--- src/hw/rtl/fdf_pkg.sv ---
// shared constants, types and helpers of the frame dither filter
// used by fdf_ctrl, fdf_dp and io_frame_dither_filter; no dependencies
package fdf_pkg;

  localparam int MAX_CHANNELS  = 8;
  localparam int HISTORY_DEPTH = 30;

  localparam int SLOT_W    = $clog2(HISTORY_DEPTH);
  localparam int CH_W      = (MAX_CHANNELS > 1) ? $clog2(MAX_CHANNELS) : 1;
  localparam int POS_W     = $clog2(3 + 2 * MAX_CHANNELS + 1);
  localparam int MEM_AW    = CH_W + SLOT_W;
  localparam int MEM_DEPTH = 2 ** MEM_AW;

  localparam int BYTE_W     = 8;
  localparam int SAMPLE_W   = 16;
  localparam int DATA_W     = 17;
  localparam int IDX_W      = 3;
  localparam int DIG_W      = 2;
  localparam int CHN_W      = 4;
  localparam int CFG_W      = 4;
  localparam int CFG_IDX_W  = 1;
  localparam int OUT_TDATA_W = 24;

  localparam logic [CFG_IDX_W-1:0] REG_DIGITAL_BYTES   = 1'd0;
  localparam logic [CFG_IDX_W-1:0] REG_ANALOG_CHANNELS = 1'd1;

  typedef enum logic [1:0] {
    CLS_NONE,
    CLS_BUTTON,
    CLS_HIGH,
    CLS_LOW
  } item_cls_e;

  typedef enum logic {
    RES_DOUBLE,
    RES_SUM
  } res_sel_e;

  typedef struct packed {
    logic      accept;
    logic      rd;
    logic      step;
    logic      take_last;
    logic      fin;
    res_sel_e  sel;
    logic      push;
  } dp_cmd_t;

  typedef struct packed {
    item_cls_e cls;
    logic      hit_cur;
    logic      hit_last;
    logic      near;
    logic      wrap;
    logic      out_free;
  } dp_sts_t;

  function automatic logic [SLOT_W-1:0] slot_prev(input logic [SLOT_W-1:0] p);
    return (p == '0) ? SLOT_W'(HISTORY_DEPTH - 1) : p - 1'b1;
  endfunction

endpackage

--- src/hw/rtl/fdf_ctrl.sv ---
// controller of the frame dither filter: item intake, history walk, result push
// depends on fdf_pkg
module fdf_ctrl (
  input  logic             clk_i,
  input  logic             rst_ni,
  input  logic             in_valid_i,
  output logic             in_ready_o,
  input  fdf_pkg::dp_sts_t sts_i,
  output fdf_pkg::dp_cmd_t cmd_o
);
  import fdf_pkg::*;

  typedef enum logic [2:0] {
    ST_IDLE,
    ST_RD_A,
    ST_CHK_A,
    ST_RD_B,
    ST_CHK_B,
    ST_PUSH
  } state_e;

  state_e state_q, state_d;

  assign in_ready_o = (state_q == ST_IDLE);

  always_comb begin
    state_d = state_q;
    cmd_o   = '0;
    unique case (state_q)
      ST_IDLE: begin
        if (in_valid_i) begin
          cmd_o.accept = 1'b1;
          unique case (sts_i.cls)
            CLS_BUTTON: state_d = ST_PUSH;
            CLS_LOW:    state_d = ST_RD_A;
            default:    state_d = ST_IDLE;
          endcase
        end
      end
      ST_RD_A: begin
        cmd_o.rd = 1'b1;
        state_d  = ST_CHK_A;
      end
      ST_CHK_A: begin
        priority if (sts_i.hit_cur) begin
          if (sts_i.wrap) begin
            cmd_o.fin = 1'b1;
            state_d   = ST_PUSH;
          end else begin
            cmd_o.step = 1'b1;
            state_d    = ST_RD_A;
          end
        end else if (sts_i.near) begin
          cmd_o.take_last = 1'b1;
          if (sts_i.wrap) begin
            cmd_o.fin = 1'b1;
            state_d   = ST_PUSH;
          end else begin
            cmd_o.step = 1'b1;
            state_d    = ST_RD_B;
          end
        end else begin
          cmd_o.fin = 1'b1;
          state_d   = ST_PUSH;
        end
      end
      ST_RD_B: begin
        cmd_o.rd = 1'b1;
        state_d  = ST_CHK_B;
      end
      ST_CHK_B: begin
        priority if (sts_i.hit_last && !sts_i.wrap) begin
          cmd_o.step = 1'b1;
          state_d    = ST_RD_B;
        end else if (!sts_i.hit_last && sts_i.hit_cur) begin
          cmd_o.fin = 1'b1;
          cmd_o.sel = RES_SUM;
          state_d   = ST_PUSH;
        end else begin
          cmd_o.fin = 1'b1;
          state_d   = ST_PUSH;
        end
      end
      ST_PUSH: begin
        if (sts_i.out_free) begin
          cmd_o.push = 1'b1;
          state_d    = ST_IDLE;
        end
      end
      default: state_d = ST_IDLE;
    endcase
  end

  always_ff @(posedge clk_i or negedge rst_ni) begin
    if (!rst_ni) begin
      state_q <= ST_IDLE;
    end else begin
      state_q <= state_d;
    end
  end

endmodule

--- config.mk ---
export PLATFORM = sky130hd
export DESIGN_NAME = fdf_ctrl
export DESIGN_NICKNAME = d
export VERILOG_FILES = /design/src/hw/rtl/fdf_pkg.sv /design/src/hw/rtl/fdf_ctrl.sv
export SDC_FILE = /design/constraint.sdc
export NUM_CORES = 1
export LEC_CHECK = 0
export BUFFER_PORTS_ARGS = -buffer_cell sky130_fd_sc_hd__buf_2
export CAP_MARGIN = 0
export CELL_PAD_IN_SITES_DETAIL_PLACEMENT = 1
export CELL_PAD_IN_SITES_GLOBAL_PLACEMENT = 2
export CORE_AREA = 2 2 43 45
export CTS_CLUSTER_SIZE = 24
export DETAILED_ROUTE_END_ITERATION = 16
export DIE_AREA = 0 0 45 47
export PLACE_DENSITY_LB_ADDON = 0.1
export SLEW_MARGIN = 25
export SYNTH_ARGS = -nofsm -noshare
export SYNTH_HDL_FRONTEND = slang
export SYNTH_SLANG_ARGS = --single-unit
--- constraint.sdc ---
create_clock -name clk_i -period 1.45 [get_ports clk_i]
set_input_delay 0.145 -clock clk_i [delete_from_list [all_inputs] [get_ports clk_i]]
set_output_delay 0.145 -clock clk_i [all_outputs]
set_load 0.1 [all_outputs]
==> results.cfg <==
[worst_setup_path]
worstSetupPathType = register to output port
path_max_fanout = 7
slowest_delay_ns = 0.44
cp.buffers_inverters = 2
startpoint_type = register
ff2ff_setup_slack_ns = 0.05
critPathCaptureType = output port
r2r_cells = 4
arrival_ns = 1.38
cp.depth = 4
slowest_stage = dfrtp_2
required_ns = 1.31
path_cells = buf_4 > nor3_4 > and2_4 > buf_12
crit_family = flip-flops

[yosys]
syn_area_per_cell_sq_um = 7.98
synth-edff-count = 0
synth_mux_area_share_pct = 3.39
ys_warn_count = 0
synth_ff_type = dfrtp_1
ys_seq_area_share_pct = 25.4
syn_area_sq_um = 295
synthDistinctLibCells = 25
synth_top_family_by_area = simple AND/OR/NAND/NOR gates
synth_xor_area_share_pct = 0
synthCells = 37
synth_area_leaders = dfrtp_1 25%, nor2_1 5.1%, nor3b_1 5.1%
yosysTopAreaCellShare_pct = 25.4
synth_simple_gate_area_share_pct = 39.4
synth-async-reset-ratio_pct = 100
synth_compound_gate_area_share_pct = 23.3
yosys.area.top_type = dfrtp_1
synth-seq-cells = 3
synth_fa_ha_area_share_pct = 0
syn-num-nets = 47

[die]
core_sq_mm = 0.00165
ios = 18
rows = 15
die_w_um = 45
dieArea_sq_mm = 0.00212
die-height_um = 47
start_util_pct = 17.9

[pwr]
total_power_mw = 1.70
power_leakage_nw = 0.295
vdd_drop_max_uv = 948
power_density_mw_per_mm2 = 2580
pwr-share-comb_pct = 79.9
intPower_uw = 791
power_switching_share_pct = 53.6
clock_power_share_pct = 8.6
switchingPower_uw = 913
pwr-share-seq_pct = 11.4

[detailed_routing]
highest_layer = met4
drt_wl_total_um = 1190
drt_pre_antenna_iters = 1
met2WireLength_um = 646
drc_errors = 0
num_vias = 383
drt_iter0_markers = 0
ant_nets = 0
avgRoutedWirePerCell_um = 14.7
m1WireLength_um = 510
viasPerCell = 4.73
wl_met3_um = 31

[cells_and_area]
multi_input_area_sq_um = 248
num-fill-cells = 193
regMostFlops = state_q
final_layout_size_suffix_gt1_share_pct = 68.8
area_delta_synth_final_pct = 124
fin_nets = 75
fin_area_sq_um = 661
layout_commonest_cell = buf_2
largest_register_ffs = 3
seqCellArea_sq_um = 78.8
mostFrequentLayoutCells = 9 x buf_2, 8 x buf_12, 6 x buf_4
top_regs = state_q (3)
antenna_cells = 0

[sta]
final.setup.worst_slack_ns = -0.0708
hold_viol_final = 0
skew_ns = 0.00106
slew_headroom_pct = 84.6
finalCritPeriodShare_pct = 105
rsz0062_at_grt = true
finalCriticalPeriod_ns = 1.52
max_freq_mhz = 658
setup_viol = 6
maxSlewViolCount = 0
finalSetupTns_ns = -0.247
worst_pin_slew_ns = 0.232

[run_status]
violations = negative setup slack
status = finished, violations left

[placement]
place_ws_ns = 0.0595
placed_area_sq_um = 586
place.gp.congestion = 0.745
port_buffers = 17
dp_hpwl_um = 966

[clocking]
htree_levels = 1
path_clk_slew_ns = 0.04
numClockSinks = 3
clkLatencyLatePin_ns = 0.23
cts_buffer_depth = 2
clock-root-buffer = clkbuf_4
cts_tree = yes
cts_made_buffers = 3

[min_path]
min_path_type = input pin to register
holdPathStages = 2

[global_routing]
grt_pass1_vias = 399
antenna_found_initial = 0
grt_overflow = 0
grt_max_degree = 8
track_usage_pct = 12.9
grt_first_pass_wirelength_um = 1860

[job]
drv_cap = 0
==> power groups by stage <==
stage | combinational (mW) | sequential (mW) | clock (mW)
after floorplan | 0.881 | 0.144 | 0
after global routing | 1.42 | 0.205 | 0.165
final | 1.36 | 0.195 | 0.147
after global placement | 1.32 | 0.166 | 0
after CTS | 1.36 | 0.194 | 0.158
after detailed placement | 1.32 | 0.174 | 0
==> routing by layer <==
metal	vias to the layer above	global-route usage, %
li1	190	-
met3	2	3.85
met1	185	14.7
met4	0	7.06
met5	-	0
met2	6	21.7
==> worst paths after layout <==
path,to,startpoint
max reg2reg,state_q[2]$_DFFE_PN0P_,state_q[0]$_DFFE_PN0P_
max,cmd_o[6],state_q[1]$_DFFE_PN0P_
max in group asynchronous,state_q[1]$_DFFE_PN0P_,rst_ni
min reg2reg,state_q[1]$_DFFE_PN0P_,state_q[1]$_DFFE_PN0P_
min in group asynchronous,state_q[2]$_DFFE_PN0P_,rst_ni
min,state_q[2]$_DFFE_PN0P_,sts_i[0]
==> kinds of logic (layout without fill, tap and decap cells) <==
logic type | Yosys count | count (layout)
buffers and inverters | 4 | 31
multiplexers | 1 | 1
flip-flops | 3 | 3
AND/OR/NAND/NOR | 19 | 19
AO/OA/AOI/OAI | 10 | 10
==> worst register-to-register path: cells and delay by family (launching register included) <==
family          cells  cell delay [ns]
simple gates        1             0.55
flops               1             0.45
compound gates      3             0.32
==> cells in the mapped netlist, types with 2 or more instances <==
library cell,count
nor3_1,2
nor2_1,4
dfrtp_1,3
buf_2,2
a21oi_1,2
nand2_1,2
nand2b_1,2
o21ai_1,2
nor3b_1,2
==> final cells by class <==
type | count | share of cell area (%)
Sequential cell | 3 | 11.9
Inverter | 1 | 0.568
Multi-Input combinational cell | 30 | 37.5
Clock buffer | 4 | 3.98
Timing Repair Buffer | 26 | 42.8
Tap cell | 17 | 3.22
==> what timing repair did <==
item	in CTS	in global routing
endpoints found under the setup margin	7	7
pin swaps	5	2
hold buffers	1	0
setup buffers	1	0
gates resized for setup	9	1
hold endpoints to repair	3	0
==> metrics by stage <==
step	std cells	utilization (%)	hold WS, ns
after global routing	81	40.0	0.123
after detailed placement	75	35.5	-0.0533
after floorplan	37	-	-0.151
after CTS	81	39.8	0.126
after global placement	75	35.5	-0.0569
final	81	40.0	0.140
(Power assumes the default switching activity.)
